===== src/rtl/core/irs_pkg.sv =====
`default_nettype none

package irs_pkg;

    // parameter defaults
    localparam int NUM_SENSORS_DEF = 3;
    localparam int AVG_DEPTH_DEF   = 4;
    localparam int ADC_BITS_DEF    = 12;

    // fixed field widths
    localparam int TIME_W     = 32;
    localparam int SETTLE_W   = 16;
    localparam int NUMER_W    = 16;
    localparam int OFFSET_W   = 12;
    localparam int DIST_W     = 16;
    localparam int IDX_W      = 2;
    localparam int CFG_IDX_W  = 2;
    localparam int CFG_DATA_W = 16;
    localparam int FRAC_BITS  = 8;
    localparam int QUOT_W     = NUMER_W + FRAC_BITS;

    // register reset values
    localparam logic [SETTLE_W-1:0] SETTLE_RST = 16'd5;
    localparam logic [NUMER_W-1:0]  NUMER_RST  = 16'd4800;
    localparam logic [OFFSET_W-1:0] OFFSET_RST = 12'd20;

    localparam logic [DIST_W-1:0] DIST_MAX = '1;

    // register indexes
    localparam logic [CFG_IDX_W-1:0] CFG_SETTLE = 2'd0;
    localparam logic [CFG_IDX_W-1:0] CFG_NUMER  = 2'd1;
    localparam logic [CFG_IDX_W-1:0] CFG_OFFSET = 2'd2;

    typedef enum logic [1:0] {
        PH_ENABLE = 2'd0,
        PH_WAIT   = 2'd1,
        PH_READ   = 2'd2
    } t_phase;

    typedef enum logic [2:0] {
        ST_IDLE,
        ST_REC,
        ST_DIST,
        ST_AVG,
        ST_OUT
    } t_state;

endpackage

`default_nettype wire


===== src/rtl/core/irs_in_if.sv =====
`default_nettype none

interface irs_in_if #(
    parameter int ADC_BITS = irs_pkg::ADC_BITS_DEF
);
    logic                        valid;
    logic                        ready;
    logic [irs_pkg::TIME_W-1:0]  now_ms;
    logic [ADC_BITS-1:0]         adc_sample;

    modport source (output valid, output now_ms, output adc_sample, input ready);
    modport sink   (input valid, input now_ms, input adc_sample, output ready);
endinterface

`default_nettype wire


===== src/rtl/core/irs_out_if.sv =====
`default_nettype none

interface irs_out_if #(
    parameter int NUM_SENSORS = irs_pkg::NUM_SENSORS_DEF,
    parameter int ADC_BITS    = irs_pkg::ADC_BITS_DEF
);
    logic                        valid;
    logic                        ready;
    logic [NUM_SENSORS-1:0]      emitter_mask;
    logic                        reading_valid;
    logic [irs_pkg::IDX_W-1:0]   sensor_index;
    logic [ADC_BITS-1:0]         raw_sample;
    logic [irs_pkg::DIST_W-1:0]  distance_avg;

    modport source (
        output valid, output emitter_mask, output reading_valid,
        output sensor_index, output raw_sample, output distance_avg,
        input ready
    );
    modport sink (
        input valid, input emitter_mask, input reading_valid,
        input sensor_index, input raw_sample, input distance_avg,
        output ready
    );
endinterface

`default_nettype wire


===== src/rtl/core/ir_range_sensor_sequencer.sv =====
// Enable and wait steps: result word set at accept, moved to the output register once that
// register is free. Read step: record and history read, radix-2 distance divider (one
// quotient bit per cycle), then the ring average, a reciprocal multiply of the registered
// sum. One word in flight; the next word is taken once the result is in the output register.
// Synchronous active-low reset: scan to enable phase / front sensor, registers to
// defaults, history and ring sums read as zero (valid bits, no clearing pass).
`default_nettype none

module ir_range_sensor_sequencer #(
    parameter int NUM_SENSORS = irs_pkg::NUM_SENSORS_DEF,
    parameter int AVG_DEPTH   = irs_pkg::AVG_DEPTH_DEF,
    parameter int ADC_BITS    = irs_pkg::ADC_BITS_DEF
) (
    input  wire logic                            i_clk,
    input  wire logic                            i_rst_n,
    irs_in_if.sink                               i_in,
    irs_out_if.source                            o_out,
    input  wire logic                            i_cfg_we,
    input  wire logic [irs_pkg::CFG_IDX_W-1:0]   i_cfg_idx,
    input  wire logic [irs_pkg::CFG_DATA_W-1:0]  i_cfg_wdata
);

    localparam int SIDX_W  = (NUM_SENSORS > 1) ? $clog2(NUM_SENSORS) : 1;
    localparam int SLOT_W  = (AVG_DEPTH > 1) ? $clog2(AVG_DEPTH) : 1;
    localparam int SUM_W   = irs_pkg::DIST_W + $clog2(AVG_DEPTH);
    localparam int REC_W   = SLOT_W + SUM_W;
    localparam int HIST_D  = NUM_SENSORS * AVG_DEPTH;
    localparam int HA_W    = (HIST_D > 1) ? $clog2(HIST_D) : 1;
    localparam int DIVR_W  = ((ADC_BITS > irs_pkg::OFFSET_W) ? ADC_BITS
                                                             : irs_pkg::OFFSET_W) + 1;
    localparam int QUOT_W  = irs_pkg::QUOT_W;
    localparam int DIST_W  = irs_pkg::DIST_W;
    // ring average: floor(sum / AVG_DEPTH) as (sum * ceil(2^AVG_SH / AVG_DEPTH)) >> AVG_SH,
    // exact over the whole sum range
    localparam int AVG_SH  = SUM_W + $clog2(AVG_DEPTH);
    localparam int RECIP_W = SUM_W + 1;
    localparam int PROD_W  = SUM_W + RECIP_W;
    localparam logic [RECIP_W-1:0] AVG_RECIP =
        RECIP_W'(((64'd1 << AVG_SH) + 64'(AVG_DEPTH) - 64'd1) / 64'(AVG_DEPTH));

    // ---------------- configuration registers ----------------
    logic [irs_pkg::SETTLE_W-1:0] r_settle;
    logic [irs_pkg::NUMER_W-1:0]  r_numer;
    logic [irs_pkg::OFFSET_W-1:0] r_offset;

    always_ff @(posedge i_clk) begin
        if (!i_rst_n) begin
            r_settle <= irs_pkg::SETTLE_RST;
            r_numer  <= irs_pkg::NUMER_RST;
            r_offset <= irs_pkg::OFFSET_RST;
        end else if (i_cfg_we) begin
            unique case (i_cfg_idx)
                irs_pkg::CFG_SETTLE: r_settle <= i_cfg_wdata;
                irs_pkg::CFG_NUMER:  r_numer  <= i_cfg_wdata;
                irs_pkg::CFG_OFFSET: r_offset <= i_cfg_wdata[irs_pkg::OFFSET_W-1:0];
                default: ;  // unmapped index: ignored
            endcase
        end
    end

    // ---------------- scan state ----------------
    irs_pkg::t_state              r_state, n_state;
    irs_pkg::t_phase              r_phase;
    logic [SIDX_W-1:0]            r_active;
    logic [irs_pkg::TIME_W-1:0]   r_enable_time;
    logic [ADC_BITS-1:0]          r_sample;
    logic [SUM_W-1:0]             r_avg_sum;

    // pending result word
    logic [NUM_SENSORS-1:0]       r_res_mask;
    logic                         r_res_valid;
    logic [ADC_BITS-1:0]          r_res_raw;
    logic [DIST_W-1:0]            r_res_avg;

    // output register
    logic                         r_out_valid;
    logic [NUM_SENSORS-1:0]       r_out_mask;
    logic                         r_out_rvalid;
    logic [irs_pkg::IDX_W-1:0]    r_out_idx;
    logic [ADC_BITS-1:0]          r_out_raw;
    logic [DIST_W-1:0]            r_out_avg;
    logic [irs_pkg::IDX_W-1:0]    r_res_idx;

    // control strobes
    logic w_in_ready, w_accept, w_rec_re, w_hist_re, w_div_start;
    logic w_dist_done, w_avg_done, w_out_free, w_out_load;

    // datapath
    logic                         w_div_done;
    logic [QUOT_W-1:0]            w_quot;
    logic [QUOT_W-1:0]            w_div_dividend;
    logic [DIVR_W-1:0]            w_div_divisor;
    logic [REC_W-1:0]             w_rec_rdata;
    logic [SLOT_W-1:0]            w_rec_slot;
    logic [SUM_W-1:0]             w_rec_sum;
    logic [DIST_W-1:0]            w_hist_old;
    logic [HA_W-1:0]              w_hist_addr;
    logic [DIST_W-1:0]            w_dist;
    logic [SUM_W-1:0]             w_new_sum;
    logic [SLOT_W-1:0]            w_next_slot;
    logic [SIDX_W-1:0]            w_active_next;
    logic [NUM_SENSORS-1:0]       w_onehot;
    logic [irs_pkg::TIME_W-1:0]   w_elapsed;
    logic                         w_settled;
    logic [PROD_W-1:0]            w_avg_prod;

    assign w_out_free = !r_out_valid || o_out.ready;

    // next state
    always_comb begin
        n_state = r_state;
        unique case (r_state)
            irs_pkg::ST_IDLE: begin
                if (i_in.valid) begin
                    n_state = (r_phase == irs_pkg::PH_READ) ? irs_pkg::ST_REC
                                                            : irs_pkg::ST_OUT;
                end
            end
            irs_pkg::ST_REC:  n_state = irs_pkg::ST_DIST;
            irs_pkg::ST_DIST: begin
                if (w_div_done) begin
                    n_state = irs_pkg::ST_AVG;
                end
            end
            irs_pkg::ST_AVG:  n_state = irs_pkg::ST_OUT;
            irs_pkg::ST_OUT: begin
                if (w_out_free) begin
                    n_state = irs_pkg::ST_IDLE;
                end
            end
            default: n_state = irs_pkg::ST_IDLE;
        endcase
    end

    // state outputs
    always_comb begin
        w_in_ready  = (r_state == irs_pkg::ST_IDLE);
        w_accept    = w_in_ready && i_in.valid;
        w_rec_re    = w_accept && (r_phase == irs_pkg::PH_READ);
        w_hist_re   = (r_state == irs_pkg::ST_REC);
        w_dist_done = (r_state == irs_pkg::ST_DIST) && w_div_done;
        w_avg_done  = (r_state == irs_pkg::ST_AVG);
        w_div_start = w_hist_re;
        w_out_load  = (r_state == irs_pkg::ST_OUT) && w_out_free;
    end

    assign i_in.ready = w_in_ready;

    // record layout: {slot, ring sum}
    assign w_rec_slot  = w_rec_rdata[REC_W-1 -: SLOT_W];
    assign w_rec_sum   = w_rec_rdata[SUM_W-1:0];
    assign w_hist_addr = HA_W'(r_active * AVG_DEPTH) + HA_W'(w_rec_slot);

    always_comb begin
        // Q16.8 quotient saturates to Q8.8; zero divisor gives all ones, hence the top value
        w_dist      = (|w_quot[QUOT_W-1:DIST_W]) ? irs_pkg::DIST_MAX : w_quot[DIST_W-1:0];
        // running ring sum: drop the overwritten entry, add the new one
        w_new_sum   = w_rec_sum - SUM_W'(w_hist_old) + SUM_W'(w_dist);
        w_next_slot = (w_rec_slot == SLOT_W'(AVG_DEPTH - 1)) ? '0
                                                             : w_rec_slot + SLOT_W'(1);
        w_active_next = (r_active == SIDX_W'(NUM_SENSORS - 1)) ? '0
                                                               : r_active + SIDX_W'(1);
        w_onehot    = NUM_SENSORS'(1) << r_active;
        w_elapsed   = i_in.now_ms - r_enable_time;  // wraps modulo 2^32
        w_settled   = (w_elapsed >= irs_pkg::TIME_W'(r_settle));
    end

    // distance divider operands
    assign w_div_dividend = {r_numer, {irs_pkg::FRAC_BITS{1'b0}}};
    assign w_div_divisor  = DIVR_W'(r_sample) + DIVR_W'(r_offset);

    // ring average from the registered sum
    assign w_avg_prod = PROD_W'(r_avg_sum) * PROD_W'(AVG_RECIP);

    irs_div #(
        .N_W (QUOT_W),
        .D_W (DIVR_W)
    ) u_div (
        .i_clk      (i_clk),
        .i_rst_n    (i_rst_n),
        .i_start    (w_div_start),
        .i_dividend (w_div_dividend),
        .i_divisor  (w_div_divisor),
        .o_done     (w_div_done),
        .o_quot     (w_quot)
    );

    // Only one word is in flight, so a write always lands before the next read
    // of the same entry: no forwarding needed.
    irs_store #(
        .NUM_SENSORS (NUM_SENSORS),
        .AVG_DEPTH   (AVG_DEPTH),
        .REC_W       (REC_W),
        .SIDX_W      (SIDX_W),
        .HA_W        (HA_W)
    ) u_store (
        .i_clk        (i_clk),
        .i_rst_n      (i_rst_n),
        .i_rec_re     (w_rec_re),
        .i_rec_raddr  (r_active),
        .o_rec_rdata  (w_rec_rdata),
        .i_rec_we     (w_dist_done),
        .i_rec_waddr  (r_active),
        .i_rec_wdata  ({w_next_slot, w_new_sum}),
        .i_hist_re    (w_hist_re),
        .i_hist_raddr (w_hist_addr),
        .o_hist_rdata (w_hist_old),
        .i_hist_we    (w_dist_done),
        .i_hist_waddr (w_hist_addr),
        .i_hist_wdata (w_dist)
    );

    // control registers
    always_ff @(posedge i_clk) begin
        if (!i_rst_n) begin
            r_state       <= irs_pkg::ST_IDLE;
            r_phase       <= irs_pkg::PH_ENABLE;
            r_active      <= '0;
            r_enable_time <= '0;
            r_out_valid   <= 1'b0;
        end else begin
            r_state <= n_state;
            if (w_accept) begin
                unique case (r_phase)
                    irs_pkg::PH_WAIT: begin
                        if (w_settled) begin
                            r_phase <= irs_pkg::PH_READ;
                        end
                    end
                    irs_pkg::PH_READ: ;  // finishes at the average
                    default: begin      // enable: light emitter, latch time
                        r_enable_time <= i_in.now_ms;
                        r_phase       <= irs_pkg::PH_WAIT;
                    end
                endcase
            end
            if (w_avg_done) begin
                r_active <= w_active_next;
                r_phase  <= irs_pkg::PH_ENABLE;
            end
            if (w_out_load) begin
                r_out_valid <= 1'b1;
            end else if (o_out.ready) begin
                r_out_valid <= 1'b0;
            end
        end
    end

    // payload registers
    always_ff @(posedge i_clk) begin
        if (w_accept) begin
            r_sample    <= i_in.adc_sample;
            r_res_mask  <= w_onehot;  // enable and wait steps leave the emitter lit
            r_res_valid <= 1'b0;
            r_res_idx   <= irs_pkg::IDX_W'(r_active);
            r_res_raw   <= '0;
            r_res_avg   <= '0;
        end
        if (w_dist_done) begin
            r_avg_sum <= w_new_sum;
        end
        if (w_avg_done) begin
            r_res_mask  <= '0;
            r_res_valid <= 1'b1;
            r_res_raw   <= r_sample;
            r_res_avg   <= w_avg_prod[AVG_SH +: DIST_W];
        end
        if (w_out_load) begin
            r_out_mask   <= r_res_mask;
            r_out_rvalid <= r_res_valid;
            r_out_idx    <= r_res_idx;
            r_out_raw    <= r_res_raw;
            r_out_avg    <= r_res_avg;
        end
    end

    assign o_out.valid         = r_out_valid;
    assign o_out.emitter_mask  = r_out_mask;
    assign o_out.reading_valid = r_out_rvalid;
    assign o_out.sensor_index  = r_out_idx;
    assign o_out.raw_sample    = r_out_raw;
    assign o_out.distance_avg  = r_out_avg;

    // ---------------- assertions ----------------
    // A finished read leaves the emitters dark and returns to the enable phase.
    a_read_ends_dark: assert property (@(posedge i_clk) disable iff (!i_rst_n)
        w_avg_done |=> (r_res_valid && (r_res_mask == '0) &&
                        (r_phase == irs_pkg::PH_ENABLE)))
        else $error("read step did not end dark in enable phase");

    // The scan advances to the next sensor exactly when a read completes.
    a_sensor_advance: assert property (@(posedge i_clk) disable iff (!i_rst_n)
        w_avg_done |=> (r_active == $past(w_active_next)))
        else $error("active sensor did not advance after read");

    // Only a read step produces a valid reading.
    a_no_reading_outside_read: assert property (@(posedge i_clk) disable iff (!i_rst_n)
        ((r_state == irs_pkg::ST_OUT) && (r_phase != irs_pkg::PH_ENABLE)) |-> !r_res_valid)
        else $error("reading flagged on an enable or wait step");

endmodule

`default_nettype wire


===== src/rtl/core/irs_div.sv =====
`default_nettype none

// Radix-2 restoring divider, one quotient bit per cycle.
// A zero divisor yields an all-ones quotient.
module irs_div #(
    parameter int N_W = irs_pkg::QUOT_W,
    parameter int D_W = irs_pkg::OFFSET_W + 1
) (
    input  wire logic           i_clk,
    input  wire logic           i_rst_n,
    input  wire logic           i_start,
    input  wire logic [N_W-1:0] i_dividend,
    input  wire logic [D_W-1:0] i_divisor,
    output logic                o_done,
    output logic [N_W-1:0]      o_quot
);

    localparam int CNT_W = $clog2(N_W + 1);

    logic             r_busy;
    logic             r_done;
    logic [CNT_W-1:0] r_cnt;
    logic [N_W-1:0]   r_quot;
    logic [D_W-1:0]   r_rem;
    logic [D_W-1:0]   r_divisor;

    logic [D_W:0]     w_shift;
    logic [D_W:0]     w_diff;
    logic             w_ge;
    logic [D_W-1:0]   n_rem;

    always_comb begin
        w_shift = {r_rem, r_quot[N_W-1]};
        w_diff  = w_shift - {1'b0, r_divisor};
        w_ge    = (w_shift >= {1'b0, r_divisor});
        n_rem   = w_ge ? w_diff[D_W-1:0] : w_shift[D_W-1:0];
    end

    always_ff @(posedge i_clk) begin
        if (!i_rst_n) begin
            r_busy <= 1'b0;
            r_done <= 1'b0;
            r_cnt  <= '0;
        end else if (i_start) begin
            r_busy <= 1'b1;
            r_done <= 1'b0;
            r_cnt  <= CNT_W'(N_W);
        end else if (r_busy) begin
            r_cnt <= r_cnt - CNT_W'(1);
            if (r_cnt == CNT_W'(1)) begin
                r_busy <= 1'b0;
                r_done <= 1'b1;
            end
        end else begin
            r_done <= 1'b0;
        end
    end

    always_ff @(posedge i_clk) begin
        if (i_start) begin
            r_quot    <= i_dividend;
            r_rem     <= '0;
            r_divisor <= i_divisor;
        end else if (r_busy) begin
            r_quot <= {r_quot[N_W-2:0], w_ge};
            r_rem  <= n_rem;
        end
    end

    assign o_done = r_done;
    assign o_quot = r_quot;

endmodule

`default_nettype wire


===== src/rtl/core/irs_store.sv =====
`default_nettype none

// Per-sensor record memory {slot, ring sum} and distance history memory.
// Valid bits make never-written entries read as zero after reset.
module irs_store #(
    parameter int NUM_SENSORS = irs_pkg::NUM_SENSORS_DEF,
    parameter int AVG_DEPTH   = irs_pkg::AVG_DEPTH_DEF,
    parameter int REC_W       = irs_pkg::DIST_W + 3,
    parameter int SIDX_W      = (NUM_SENSORS > 1) ? $clog2(NUM_SENSORS) : 1,
    parameter int HA_W        = (NUM_SENSORS * AVG_DEPTH > 1) ?
                                $clog2(NUM_SENSORS * AVG_DEPTH) : 1
) (
    input  wire logic                        i_clk,
    input  wire logic                        i_rst_n,
    input  wire logic                        i_rec_re,
    input  wire logic [SIDX_W-1:0]           i_rec_raddr,
    output logic [REC_W-1:0]                 o_rec_rdata,
    input  wire logic                        i_rec_we,
    input  wire logic [SIDX_W-1:0]           i_rec_waddr,
    input  wire logic [REC_W-1:0]            i_rec_wdata,
    input  wire logic                        i_hist_re,
    input  wire logic [HA_W-1:0]             i_hist_raddr,
    output logic [irs_pkg::DIST_W-1:0]       o_hist_rdata,
    input  wire logic                        i_hist_we,
    input  wire logic [HA_W-1:0]             i_hist_waddr,
    input  wire logic [irs_pkg::DIST_W-1:0]  i_hist_wdata
);

    localparam int HIST_D = NUM_SENSORS * AVG_DEPTH;

    logic [REC_W-1:0]           r_rec_mem  [NUM_SENSORS];
    logic [NUM_SENSORS-1:0]     r_rec_vld;
    logic [REC_W-1:0]           r_rec_rdata;
    logic [irs_pkg::DIST_W-1:0] r_hist_mem [HIST_D];
    logic [HIST_D-1:0]          r_hist_vld;
    logic [irs_pkg::DIST_W-1:0] r_hist_rdata;

    always_ff @(posedge i_clk) begin
        if (i_rec_we) begin
            r_rec_mem[i_rec_waddr] <= i_rec_wdata;
        end
        if (i_rec_re) begin
            r_rec_rdata <= r_rec_vld[i_rec_raddr] ? r_rec_mem[i_rec_raddr] : '0;
        end
        if (i_hist_we) begin
            r_hist_mem[i_hist_waddr] <= i_hist_wdata;
        end
        if (i_hist_re) begin
            r_hist_rdata <= r_hist_vld[i_hist_raddr] ? r_hist_mem[i_hist_raddr] : '0;
        end
    end

    always_ff @(posedge i_clk) begin
        if (!i_rst_n) begin
            r_rec_vld  <= '0;
            r_hist_vld <= '0;
        end else begin
            if (i_rec_we) begin
                r_rec_vld[i_rec_waddr] <= 1'b1;
            end
            if (i_hist_we) begin
                r_hist_vld[i_hist_waddr] <= 1'b1;
            end
        end
    end

    assign o_rec_rdata  = r_rec_rdata;
    assign o_hist_rdata = r_hist_rdata;

endmodule

`default_nettype wire


===== src/flat_wrapper.sv =====
// flat-port wrapper written by rule: the top's interface ports become plain ports
module ir_range_sensor_sequencer_flat 
#(
    parameter int NUM_SENSORS = irs_pkg::NUM_SENSORS_DEF,
    parameter int AVG_DEPTH   = irs_pkg::AVG_DEPTH_DEF,
    parameter int ADC_BITS    = irs_pkg::ADC_BITS_DEF
)
  (i_clk, i_rst_n, i_cfg_we, i_cfg_idx, i_cfg_wdata, i_in_valid, i_in_now_ms, i_in_adc_sample, i_in_ready, o_out_valid, o_out_emitter_mask, o_out_reading_valid, o_out_sensor_index, o_out_raw_sample, o_out_distance_avg, o_out_ready);
  irs_in_if #(.ADC_BITS(ADC_BITS)) i_in_i ();
  irs_out_if #(.NUM_SENSORS(NUM_SENSORS), .ADC_BITS(ADC_BITS)) o_out_i ();
  input  wire logic i_clk;
  input  wire logic i_rst_n;
  input  wire logic i_cfg_we;
  input  wire logic [irs_pkg::CFG_IDX_W-1:0] i_cfg_idx;
  input  wire logic [irs_pkg::CFG_DATA_W-1:0] i_cfg_wdata;
  input wire logic [$bits(i_in_i.valid)-1:0] i_in_valid;
  input wire logic [$bits(i_in_i.now_ms)-1:0] i_in_now_ms;
  input wire logic [$bits(i_in_i.adc_sample)-1:0] i_in_adc_sample;
  output wire logic [$bits(i_in_i.ready)-1:0] i_in_ready;
  output wire logic [$bits(o_out_i.valid)-1:0] o_out_valid;
  output wire logic [$bits(o_out_i.emitter_mask)-1:0] o_out_emitter_mask;
  output wire logic [$bits(o_out_i.reading_valid)-1:0] o_out_reading_valid;
  output wire logic [$bits(o_out_i.sensor_index)-1:0] o_out_sensor_index;
  output wire logic [$bits(o_out_i.raw_sample)-1:0] o_out_raw_sample;
  output wire logic [$bits(o_out_i.distance_avg)-1:0] o_out_distance_avg;
  input wire logic [$bits(o_out_i.ready)-1:0] o_out_ready;
  assign i_in_i.valid = i_in_valid;
  assign i_in_i.now_ms = i_in_now_ms;
  assign i_in_i.adc_sample = i_in_adc_sample;
  assign i_in_ready = i_in_i.ready;
  assign o_out_valid = o_out_i.valid;
  assign o_out_emitter_mask = o_out_i.emitter_mask;
  assign o_out_reading_valid = o_out_i.reading_valid;
  assign o_out_sensor_index = o_out_i.sensor_index;
  assign o_out_raw_sample = o_out_i.raw_sample;
  assign o_out_distance_avg = o_out_i.distance_avg;
  assign o_out_i.ready = o_out_ready;
  ir_range_sensor_sequencer #(.NUM_SENSORS(NUM_SENSORS), .AVG_DEPTH(AVG_DEPTH), .ADC_BITS(ADC_BITS)) u_core (.i_clk(i_clk), .i_rst_n(i_rst_n), .i_in(i_in_i), .o_out(o_out_i), .i_cfg_we(i_cfg_we), .i_cfg_idx(i_cfg_idx), .i_cfg_wdata(i_cfg_wdata));
endmodule

===== config.mk =====
export PLATFORM = sky130hd
export DESIGN_NAME = ir_range_sensor_sequencer_flat
export DESIGN_NICKNAME = d
export VERILOG_FILES = /design/src/rtl/core/irs_pkg.sv /design/src/rtl/core/irs_in_if.sv /design/src/rtl/core/irs_out_if.sv /design/src/rtl/core/ir_range_sensor_sequencer.sv /design/src/rtl/core/irs_div.sv /design/src/rtl/core/irs_store.sv /design/src/flat_wrapper.sv
export SDC_FILE = /design/constraint.sdc
export NUM_CORES = 1
export LEC_CHECK = 0
export ABC_AREA = 1
export BUFFER_PORTS_ARGS = -buffer_cell sky130_fd_sc_hd__buf_2
export CORE_MARGIN = 4
export CORE_UTILIZATION = 56
export CTS_CLUSTER_DIAMETER = 100
export DETAILED_ROUTE_END_ITERATION = 12
export PLACE_DENSITY = 0.8
export SYNTH_ARGS = -nofsm -noshare
export SYNTH_HDL_FRONTEND = slang
export SYNTH_SLANG_ARGS = --single-unit

===== constraint.sdc =====
create_clock -name i_clk -period 4.7 [get_ports i_clk]
set_clock_uncertainty 0.1 [all_clocks]
set_input_delay 0.235 -clock i_clk [delete_from_list [all_inputs] [get_ports i_clk]]
set_output_delay 0.235 -clock i_clk [all_outputs]
set_load 0.05 [all_outputs]

Word-level counts from Yosys, hierarchy flattened
Memories as Yosys holds them, arrays and structs flattened. A register that Yosys moved wholly into a read port is not among the register bits.
Cells that the tools add are included.
- $add $sub $neg: 9
- multiply operators: 0
- divide/modulo/power cells: 0
- order comparisons: 6
- eq/ne operators: 15
- shifts and indexed selects: 1
- multiplexer cells: 34
- bitwise logic cells: 6
- reductions and logical operators: 26
- operators with widths (cell ; number):
    two-way mux 16 bit ; 3
    two-way mux 24 bit ; 2
    greater-or-equal comparator 32 x 16 -> 1 bit ; 1
    subtractor 32 bit ; 1
    two-way mux 12 bit ; 2
    adder 18 x 16 -> 18 bit ; 1
    subtractor 18 x 16 -> 18 bit ; 1
    case mux 3 bit (5 select lines) ; 1
    greater-or-equal comparator 14 x 13 -> 1 bit ; 1
    adder 12 x 12 -> 13 bit ; 1
    two-way mux 13 bit ; 1
    subtractor 13 bit ; 1
    two-way mux 3 bit ; 4
    OR 12 bit ; 1
    two-way mux 1 bit ; 11
    two-way mux 5 bit ; 2
    == test 2 bit, second input constant ; 4
    AND reduction 2 bit ; 4
    OR reduction 8 bit ; 1
    == test 3 x 2 -> 1 bit, second input constant ; 2
    logical AND 1 bit ; 6
    two-way mux 2 bit ; 3
    AND reduction 3 bit ; 2
    nonzero test 2 bit ; 3
    other kinds (27) ; 38
- register bits after elaboration: 254
- bits in latches: 0
- memory bits (writable): 252
- ROM bits: 0
- input port bits: 67
- output and inout bits: 36
- word-level logic and storage cells: 129
- memories kept: 2
- memories (memory ; words ; width ; rd ports ; clocked after Yosys merged registers in ; wr ports ; line ; text):
    u_core.u_store.r_hist_mem ; 12 ; 16 ; 1 ; 1 ; 1 ; irs_store.sv:34 ; logic [irs_pkg::DIST_W-1:0] r_hist_mem [HIST_D];
    u_core.u_store.r_rec_mem ; 3 ; 20 ; 1 ; 1 ; 1 ; irs_store.sv:31 ; logic [REC_W-1:0] r_rec_mem [NUM_SENSORS];

Logic depth before layout (Yosys ltp)
Gate-level depths: netlist (run 1).
- depth in word-level cells: 6
- depth in mapped cells: 24
- depth with buffers taken out: 24

Modules after synthesis
A second synthesis (run 1) with hierarchy kept.
- cell total of the unflattened synthesis: 2653
- area, all modules: 25873.6 um^2
- by module, submodules not included (module ; times used ; cells each ; area each (um^2) ; seq. area each (um^2)):
    irs_store ; 1 ; 880 ; 11817.6 ; 8948.6
    ir_range_sensor_sequencer ; 1 ; 1350 ; 10729.0 ; 4524.3
    irs_div ; 1 ; 423 ; 3326.9 ; 1511.4

Worst setup path before layout (run 1)
Ideal clock, no wire load.
- path kind: reg2reg
- start: reg u_core.r_out_valid, in the netlist u_core.o_out.valid
- end: reg u_core.r_out_avg[0], in the netlist u_core.o_out.distance_avg[0] (enable)
- setup time: 0.514 ns
- arrival time: 3.941 ns
- required time: 4.086 ns
- setup slack: 0.145 ns
- stages on the path, launching flop included: 4
- path buffers: 0
- period minus slack after synthesis: 4.555 ns
- path through: dfxtp_1 -> inv_1 -> nor2_1 -> nor4_1
- longest elaborated chain between the ends: 3
- RTL lines (element ; line ; text):
    start: declaration ; ir_range_sensor_sequencer.sv:76 ; logic r_out_valid;
    start signal: assignment ; ir_range_sensor_sequencer.sv:220 ; r_out_valid <= 1'b0;
    start signal: assignment ; ir_range_sensor_sequencer.sv:242 ; r_out_valid <= 1'b1;
    start signal: assignment ; ir_range_sensor_sequencer.sv:244 ; r_out_valid <= 1'b0;
    logical NOT 1 bit ; ir_range_sensor_sequencer.sv:107 ; assign w_out_free = !r_out_valid || o_out.ready;
    logical OR 1 bit ; ir_range_sensor_sequencer.sv:107 ;
    logical AND 1 bit ; ir_range_sensor_sequencer.sv:144 ; w_out_load = (r_state == irs_pkg::ST_OUT) && w_out_free;
    via u_core.w_out_load ; ir_range_sensor_sequencer.sv:86 ; logic w_dist_done, w_avg_done, w_out_free, w_out_load;
    end signal: assignment ; ir_range_sensor_sequencer.sv:273 ; r_out_avg <= r_res_avg;
    end: declaration ; ir_range_sensor_sequencer.sv:81 ; logic [DIST_W-1:0] r_out_avg;
The timed path passes the listed nets, and every way through them passes these cells.
A chain may end at the register's enable or synchronous reset.

Worst setup path after layout (run 1)
- start: reg u_core.u_div.r_quot[18], in the netlist u_core.u_div.o_quot[18]
- end: mem u_core.u_store.r_rec_mem[2][14] in the netlist's numbering, data pin
- longest elaborated chain between the ends: 3
- RTL lines (element ; line ; text):
    start: declaration ; irs_div.sv:23 ; logic [N_W-1:0] r_quot;
    start signal: assignment ; irs_div.sv:61 ; r_quot <= i_dividend;
    start signal: assignment ; irs_div.sv:65 ; r_quot <= {r_quot[N_W-2:0], w_ge};
    OR reduction 8 bit ; ir_range_sensor_sequencer.sv:156 ; w_dist = (|w_quot[QUOT_W-1:DIST_W]) ? irs_pkg::DIST_MAX : w_quot[DIST_W-1:0];
    two-way mux 16 bit ; ir_range_sensor_sequencer.sv:156 ;
    via u_core.u_store.i_hist_wdata, one bit ; irs_store.sv:26 ; input wire logic [irs_pkg::DIST_W-1:0] i_hist_wdata
    adder 18 x 16 -> 18 bit ; ir_range_sensor_sequencer.sv:158 ; w_new_sum = w_rec_sum - SUM_W'(w_hist_old) + SUM_W'(w_dist);
    via u_core.u_store.i_rec_wdata[14] ; irs_store.sv:20 ; input wire logic [REC_W-1:0] i_rec_wdata,
    end: declaration ; irs_store.sv:31 ;
The timed path passes the listed nets, and every way through them passes these cells.

==> metrics, run 1 <==
vias 19,000; Place WS 0.466 ns; setup ws final 0.406 ns; CTS tree yes; Inserted Diodes 0; Syn Area/Cell 9.69 sq um; r2r startpoint u_core.u_div.o_quot[18]$_DFFE_PP_; die area 0.0482 sq mm; critical setup path kind flip-flop to flip-flop; Syn Inst Count 2,589; Setup Fix Bufs, Post-CTS 0; Yosys cell types 48; chip width 220 microns; Clock Pin Slew Worst Setup and Hold Paths 0.06 ns; CP required 4.94 ns; Worst setup endpoint u_core.u_store.r_rec_mem[2][14]$_DFFE_PP_; Yosys top cell area share 49.0%; Worst-Margin Slew 1.27 ns; Tcrit/Tclk final 91.4%; number of flops mapped to enable cells by yosys 409; share of cells above drive strength 1 10.0%; first-pass GRT wire length 98,900 microns; count leader, synth nand2_1; CTS root buf clkbuf_16; RR Endpoint u_core.u_store.r_rec_mem[2][14]$_DFFE_PP_; fin. max-slew vios 0; yosys synthesis warning count 0; Syn Nets 2,773; core area 0.0442 sq mm; Initial Utilization 56.7%; Post-Route Setup TNS 0 ns; std cell rows 77; Final Setup Violations 0; number of buffers created by CTS 52; largest net degree at the start of global routing 106; crit path time final 4.29 ns; synth cell count leaders 539 x nand2_1, 409 x edfxtp_1, 372 x inv_1; Synth Flop Type edfxtp_1; nets 2,951; drt wl/cell 18.8 microns; Overflow after GRT 0; post-DR vias/cell 5.59; DRT iter0 DRCs 1,996; clk sinks 540; fmax 0.233 GHz; CP Launch Type flip-flop; overall global routing resource usage 26.3%; Final ANT Viol Nets 0; initial antenna violation count 0; Setup crit start u_core.u_div.o_quot[18]$_DFFE_PP_; status finished, final reports clean; critical path arrival 4.53 ns; FF+latch count, synth 540; PortBufs 102; sequential cell area fraction in the yosys report 59.4%; slowest stage delay, CP 0.54 ns; Area Overhead vs Synth 14.9%; Max Fanout on Critical Path 13; reg2reg setup slack 0.41 ns; Die Ht 220 microns; Clock Latency Late Sink 0.63 ns; placed instance area 0.0263 sq mm; most frequent cell on the critical path nand2_1; RSZ-0062 raised after global routing false; Post-Synthesis Cell Area 0.0251 sq mm; I/O pin cnt 103; DRC viols 0; H-Tree Depth 2; CP max stage cell fa_1; DP HPWL 40,800 microns; power per cell area 455 mW/mm^2; First-pass DRT Iterations 6; number of global-route vias before repair 18,700; Hold Path Class primary input to flip-flop; clk buf depth 3; maximum VDD drop 0.316 mV; Final Hold Fails 0; Relative slew margins 15.0%; area leader, netlist edfxtp_1; Routed WL 63,900 microns; cell leakage power 11.5 nW; Final Cell Area 0.0288 sq mm; Synth area leaders edfxtp_1 49%, dfxtp_1 10%, nand2_1 8.1%; cell count of the worst reg-to-reg path 18; Setup crit end kind flip-flop; Async SR Flop Fraction 0%; routability cong. 0.937; Max-Cap Viols 0; crit-path cells nor4_1, nand3_1, nor3_1, buf_4, nand2_1, fa_1, ha_1, nand2_1, nor2_1, a211oi_1, o21ai_1, a21boi_1, o21ai_1, nand2_1, nand2_1, nand3_1, nand2_1, xor2_1
[stage by stage]
stage	power, mW	hold slack (ns)	std cells	utilization, %
floorplan	7.96	0.234	2589	-
global placement	8.64	0.301	3240	59.5
detailed placement	8.75	0.305	3240	59.5
CTS	13.1	0.0312	3403	65.2
global route	13.8	0.0903	3403	65.2
finish	13.1	0.0754	3403	65.2
[routing by layer]
layer / vias to the layer above / wire, microns / track usage (%)
met5: - / 0 / 0
met4: 0 / 2690 / 11.0
met3: 186 / 5130 / 5.09
met2: 877 / 31100 / 44.6
met1: 9014 / 25000 / 33.2
li1: 8941 / - / -
[worst min-delay path by stage]
stage | from | end | slack [ns] | cells after the start
after global placement | u_core.r_res_raw[3]$_SDFFCE_PN0P_ | u_core.o_out.raw_sample[3]$_DFFE_PP_ | 0.30 | 0
after global routing | i_cfg_idx[1] | u_core.r_numer[6]$_SDFFE_PN1P_ | 0.09 | 5
after detailed placement | u_core.r_res_raw[1]$_SDFFCE_PN0P_ | u_core.o_out.raw_sample[1]$_DFFE_PP_ | 0.30 | 0
after floorplan | i_in_adc_sample[0] | u_core.r_sample[0]$_DFFE_PP_ | 0.23 | 0
after CTS | i_cfg_idx[1] | u_core.r_numer[9]$_SDFFE_PN1P_ | 0.03 | 5
final | i_cfg_idx[1] | u_core.r_numer[6]$_SDFFE_PN1P_ | 0.08 | 5
[cells by family (layout without fill, tap and decap cells)]
group,count (synthesis),after routing,synth area share [%]
and+or+nand+nor,982,982,15.9
DFF,540,540,59.4
buffers and inverters,461,683,6.94
AOI/OAI and AO/OA,438,438,9.52
adders and majority gates,117,117,6.41
xor gates and xnor gates,51,51,1.78
[final cells by class]
class | count | area [sq um]
tap | 592 | 741
multi-input combinational | 1588 | 8470
timing repair buffer | 205 | 1450
fill | 3340 | 15400
sequential | 540 | 14900
inverter | 380 | 1430
clock inverter | 36 | 384
clock buffer | 62 | 1450
[sequential cells by signal, indices dropped and copies added (netlist names), 5 cells and up]
signal and cells:
u_core.r_offset 12, u_core.r_res_raw 12, u_core.o_out.raw_sample 12, u_core.r_res_avg 16, u_core.r_avg_sum 16, u_core.u_store.o_rec_rdata 20
u_core.u_store.o_hist_rdata 16, u_core.r_enable_time 32, u_core.r_numer 16, u_core.u_store.r_rec_mem 60, u_core.o_out.distance_avg 16, u_core.u_div.r_rem 13
u_core.u_div.o_quot 24, u_core.u_store.r_hist_mem 192, u_core.u_store.r_hist_vld 12, u_core.u_div.r_divisor 13, u_core.u_div.r_cnt 5, u_core.r_sample 12
u_core.r_settle 16
[worst max-delay path: cells and delay by family, from the launching register on]
family          cells  cell delay (ns)
simple gates       10             1.31
fa+ha+maj           2             0.92
compound gates      4             0.92
flops               1             0.38
buf+inv             1             0.21
xor+xnor            1             0.17
[cell usage in the layout, fill, tap and decap left out, types with 7 or more instances in the layout]
cell type / n
a21oi_1: 132
a22oi_1: 7
buf_2: 102
buf_4: 38
clkbuf_16: 55
clkinv_1: 7
clkinv_2: 12
clkinvlp_4: 8
dfxtp_1: 131
dlygate4sd3_1: 65
edfxtp_1: 409
fa_1: 19
ha_1: 98
inv_1: 372
nand2_1: 538
nand2_2: 11
nand3_1: 87
nand4_1: 11
nor2_1: 284
nor2_2: 17
nor3_1: 9
o211ai_1: 10
o21ai_0: 202
o22ai_1: 51
xnor2_1: 17
xor2_1: 33
[power by group]
part	internal [mW]	leakage (nW)	switching [mW]	total, mW
sequential	5.57	4.27	0.174	5.74
clock	2.51	0.883	1.86	4.37
combinational	0.952	6.39	2.06	3.02
total	9.03	11.5	4.10	13.1
[what timing repair did]
action / CTS / global route
gates resized for setup: 0 / 2
endpoints found under the setup margin: 0 / 4
hold buffers: 65 / 0
hold endpoints to repair: 90 / 0
No activity file was read; power rests on OpenSTA's default activity.
==> run 2: changes to the inputs <==
--- a/config.mk
+++ b/config.mk
@@ -7,11 +7,11 @@
 export LEC_CHECK = 0
 export ABC_AREA = 1
 export BUFFER_PORTS_ARGS = -buffer_cell sky130_fd_sc_hd__buf_2
-export CORE_MARGIN = 4
 export CORE_UTILIZATION = 56
 export CTS_CLUSTER_DIAMETER = 100
 export DETAILED_ROUTE_END_ITERATION = 12
 export PLACE_DENSITY = 0.8
+export RECOVER_POWER = 50
 export SYNTH_ARGS = -nofsm -noshare
 export SYNTH_HDL_FRONTEND = slang
 export SYNTH_SLANG_ARGS = --single-unit
==> run 2 against run 1 <==
Effect of this change: the run now ends with max-capacitance violations, max-slew violations left; sequential share of layout area rose by 0.47 points; hold slack improved by 0.14 ns; via count fell by 0.59%; register-to-register slack got worse by 0.04 ns; sequential cell count did not move; non-clock buffer count fell by 1; clock power fell by 4.8%; combinational power barely moved; sequential power barely moved; die area fell by 5.4%; largest cell class unchanged.
==> metrics, run 2 (synthesis gave the netlist of run 1 again) <==
status finished with violations; failing checks max-capacitance violations, max-slew violations; initial antenna violation count 0 (unchanged); Final Cell Area 0.0286 sq mm (-0.89%); die area 0.0456 sq mm (-5.4%); Area Overhead vs Synth 13.9%; critical setup path kind flip-flop to flip-flop; DP HPWL 40,200 microns (-1.5%); top cell family by delay on the critical path simple AND/OR/NAND/NOR gates; commonest non-fill, non-tap cells in the layout 535 x nand2_1, 409 x edfxtp_1, 372 x inv_1, 286 x nor2_1, 202 x o21ai_0; placed instance area 0.0263 sq mm (about the same); routability cong. 0.935 (-0.12%); Most Crowded Layer GR met2; Max Fanout on Critical Path 13 (unchanged); share of cells above drive strength 1 7.44% (-2.6 points); Max-Cap Viols 5 (+5); Hold Path Class primary input to flip-flop; std cell rows 77 (unchanged); Relative slew margins -99.3% (-110 points); Inserted Diodes 0 (unchanged); crit path time final 4.33 ns (+0.0391 ns); chip width 214 microns (-2.7%); area of the multi-input gates 0.00846 sq mm (about the same); Final Setup Violations 0 (unchanged); GR Layer Usage met2 47.2% (+2.6 points); cell leakage power 11.3 nW (-2.2%); r2r startpoint u_core.u_div.o_quot[17]$_DFFE_PP_; DRT iter0 DRCs 1,902 (-4.7%); overall global routing resource usage 27.8% (+1.5 points); most frequent cell on the critical path nand2_1; drt wl/cell 18.5 microns (-1.5%); slowest stage delay, CP 0.48 ns (-0.06 ns); Final Hold Fails 0 (unchanged); Setup crit start u_core.u_div.o_quot[17]$_DFFE_PP_; vias 18,900 (-0.59%); DP Cell Count 3,237 (-0.093%); first-pass GRT wire length 96,900 microns (-2.1%); met3 Resource Use GR 4.50% (-0.59 points); Setup crit end kind flip-flop; fin. max-slew vios 238 (+238); Clock Pin Slew Worst Setup and Hold Paths 0.06 ns (about the same); Top reg by flops u_core.u_store.r_hist_mem; number of buffers created by CTS 52 (unchanged); hold path start i_cfg_we; post-DR vias/cell 5.56 (-0.56%); Post-Route Setup TNS 0 ns (unchanged); Overflow after GRT 0 (unchanged); Worst-Margin Slew 2.99 ns (+1.72 ns); Filler cells 3,327 (-0.39%); CTS tree yes; CP Buf/Inv Count 1 (unchanged); Routed WL 63,000 microns (-1.5%); PortBufs 102 (unchanged); largest net degree at the start of global routing 85 (-20%); clk buf depth 3 (unchanged); DRC viols 0 (unchanged); Die Ht 214 microns (-2.7%); CP required 4.94 ns (about the same); Min Hold Slack 0.213 ns (+0.138 ns); power per cell area 452 mW/mm^2 (-0.69%); Initial Utilization 56.7% (unchanged); maximum VDD drop 0.374 mV (+19%); largest registers u_core.u_store.r_hist_mem (192), u_core.u_store.r_rec_mem (60), u_core.r_enable_time (32); First-pass DRT Iterations 7 (+1); Clock Latency Late Sink 0.63 ns (about the same); H-Tree Depth 2 (unchanged); Final ANT Viol Nets 0 (unchanged); crit-path cells nor4_1, nand3_1, nor3_1, buf_4, nand2_2, fa_1, ha_1, nand2_1, nor2_1, a211oi_1, o21ai_1, a21boi_1, o21ai_1, nand2_1, nand2_1, nand3_1, nand2_1, xor2_2; I/O pin cnt 103 (unchanged); commonest non-fill, non-tap cell in the layout nand2_1; core area 0.0442 sq mm (unchanged); Tcrit/Tclk final 92.2% (+0.83 points); critical path arrival 4.57 ns (+0.04 ns); Final Power 12.9 mW (-1.6%); final cell count without fillers 3,402 (-0.029%); max reg flops 192 (unchanged); nets 2,950 (-0.034%); CTS root buf clkbuf_16; FF/Latch Area 0.0149 sq mm (unchanged); fmax 0.231 GHz (-0.90%); clk sinks 540 (unchanged); GR Util met1 34.8% (+1.7 points); CP max stage cell fa_1; number of global-route vias before repair 18,500 (-1.5%); CP Launch Type flip-flop
==> run 2: final timing paths <==
| path | cells past startpoint | slack, ns | to |
|---|---|---|---|
| hold / removal | 3 | 0.21 | u_core.r_offset[1]$_SDFFE_PN0P_ |
| setup reg to reg | 18 | 0.37 | u_core.u_store.r_rec_mem[1][14]$_DFFE_PP_ |
| setup / recovery | 18 | 0.37 | u_core.u_store.r_rec_mem[1][14]$_DFFE_PP_ |
| hold reg to reg | 0 | 0.32 | u_core.o_out.distance_avg[0]$_DFFE_PP_ |
==> run 2: routing by layer <==
metal  part of all wire (%)  routed length (microns)  vias to the layer above
li1                       -                        -                     8932
met1                     39                    24500                     8921
met2                     49                    30600                      870
met3                    8.0                     5070                      183
met4                    4.3                     2700                        0
met5                      0                        0                        -
==> run 2: repair_timing <==
| item | 4_1_cts | 5_1_grt |
|---|---|---|
| hold buffers | 65 | 0 |
| setup buffers | 0 | 2 |
| resized for setup | 0 | 6 |
| setup endpoints to repair | 0 | 16 |
| endpoints found under the hold margin | 90 | 0 |
==> run 2: cell type report <==
type	count	area share (%)
clock buffer	78	5.11
clock inverter	20	0.858
inverter	380	4.99
multi-input combinational	1588	29.6
sequential	540	52.2
tap	592	2.59
timing repair buffer	204	4.65
==> run 2: per-stage QoR <==
step | util [%] | setup slack, ns
2_1_floorplan | - | 0.145
3_3_place_gp | 59.5 | 0.527
3_5_place_dp | 59.5 | 0.340
4_1_cts | 64.8 | 0.251
5_1_grt | 64.6 | -0.0127
6_report | 64.6 | 0.367
==> run 2: where the power goes <==
group          switching, mW  internal, mW
clock network           1.83          2.33
registers              0.182          5.58
logic                   2.08         0.925
total                   4.08          8.84
==> run 2: worst register-to-register path: stages, from the launching register on <==
cell	delay [ns]
edfxtp_1	0.41
nor4_1	0.33
nand3_1	0.12
nor3_1	0.21
buf_4	0.27
nand2_2	0.21
fa_1	0.49
ha_1	0.38
nand2_1	0.10
nor2_1	0.05
a211oi_1	0.31
o21ai_1	0.17
a21boi_1	0.30
o21ai_1	0.14
nand2_1	0.08
nand2_1	0.08
nand3_1	0.08
nand2_1	0.09
xor2_2	0.18
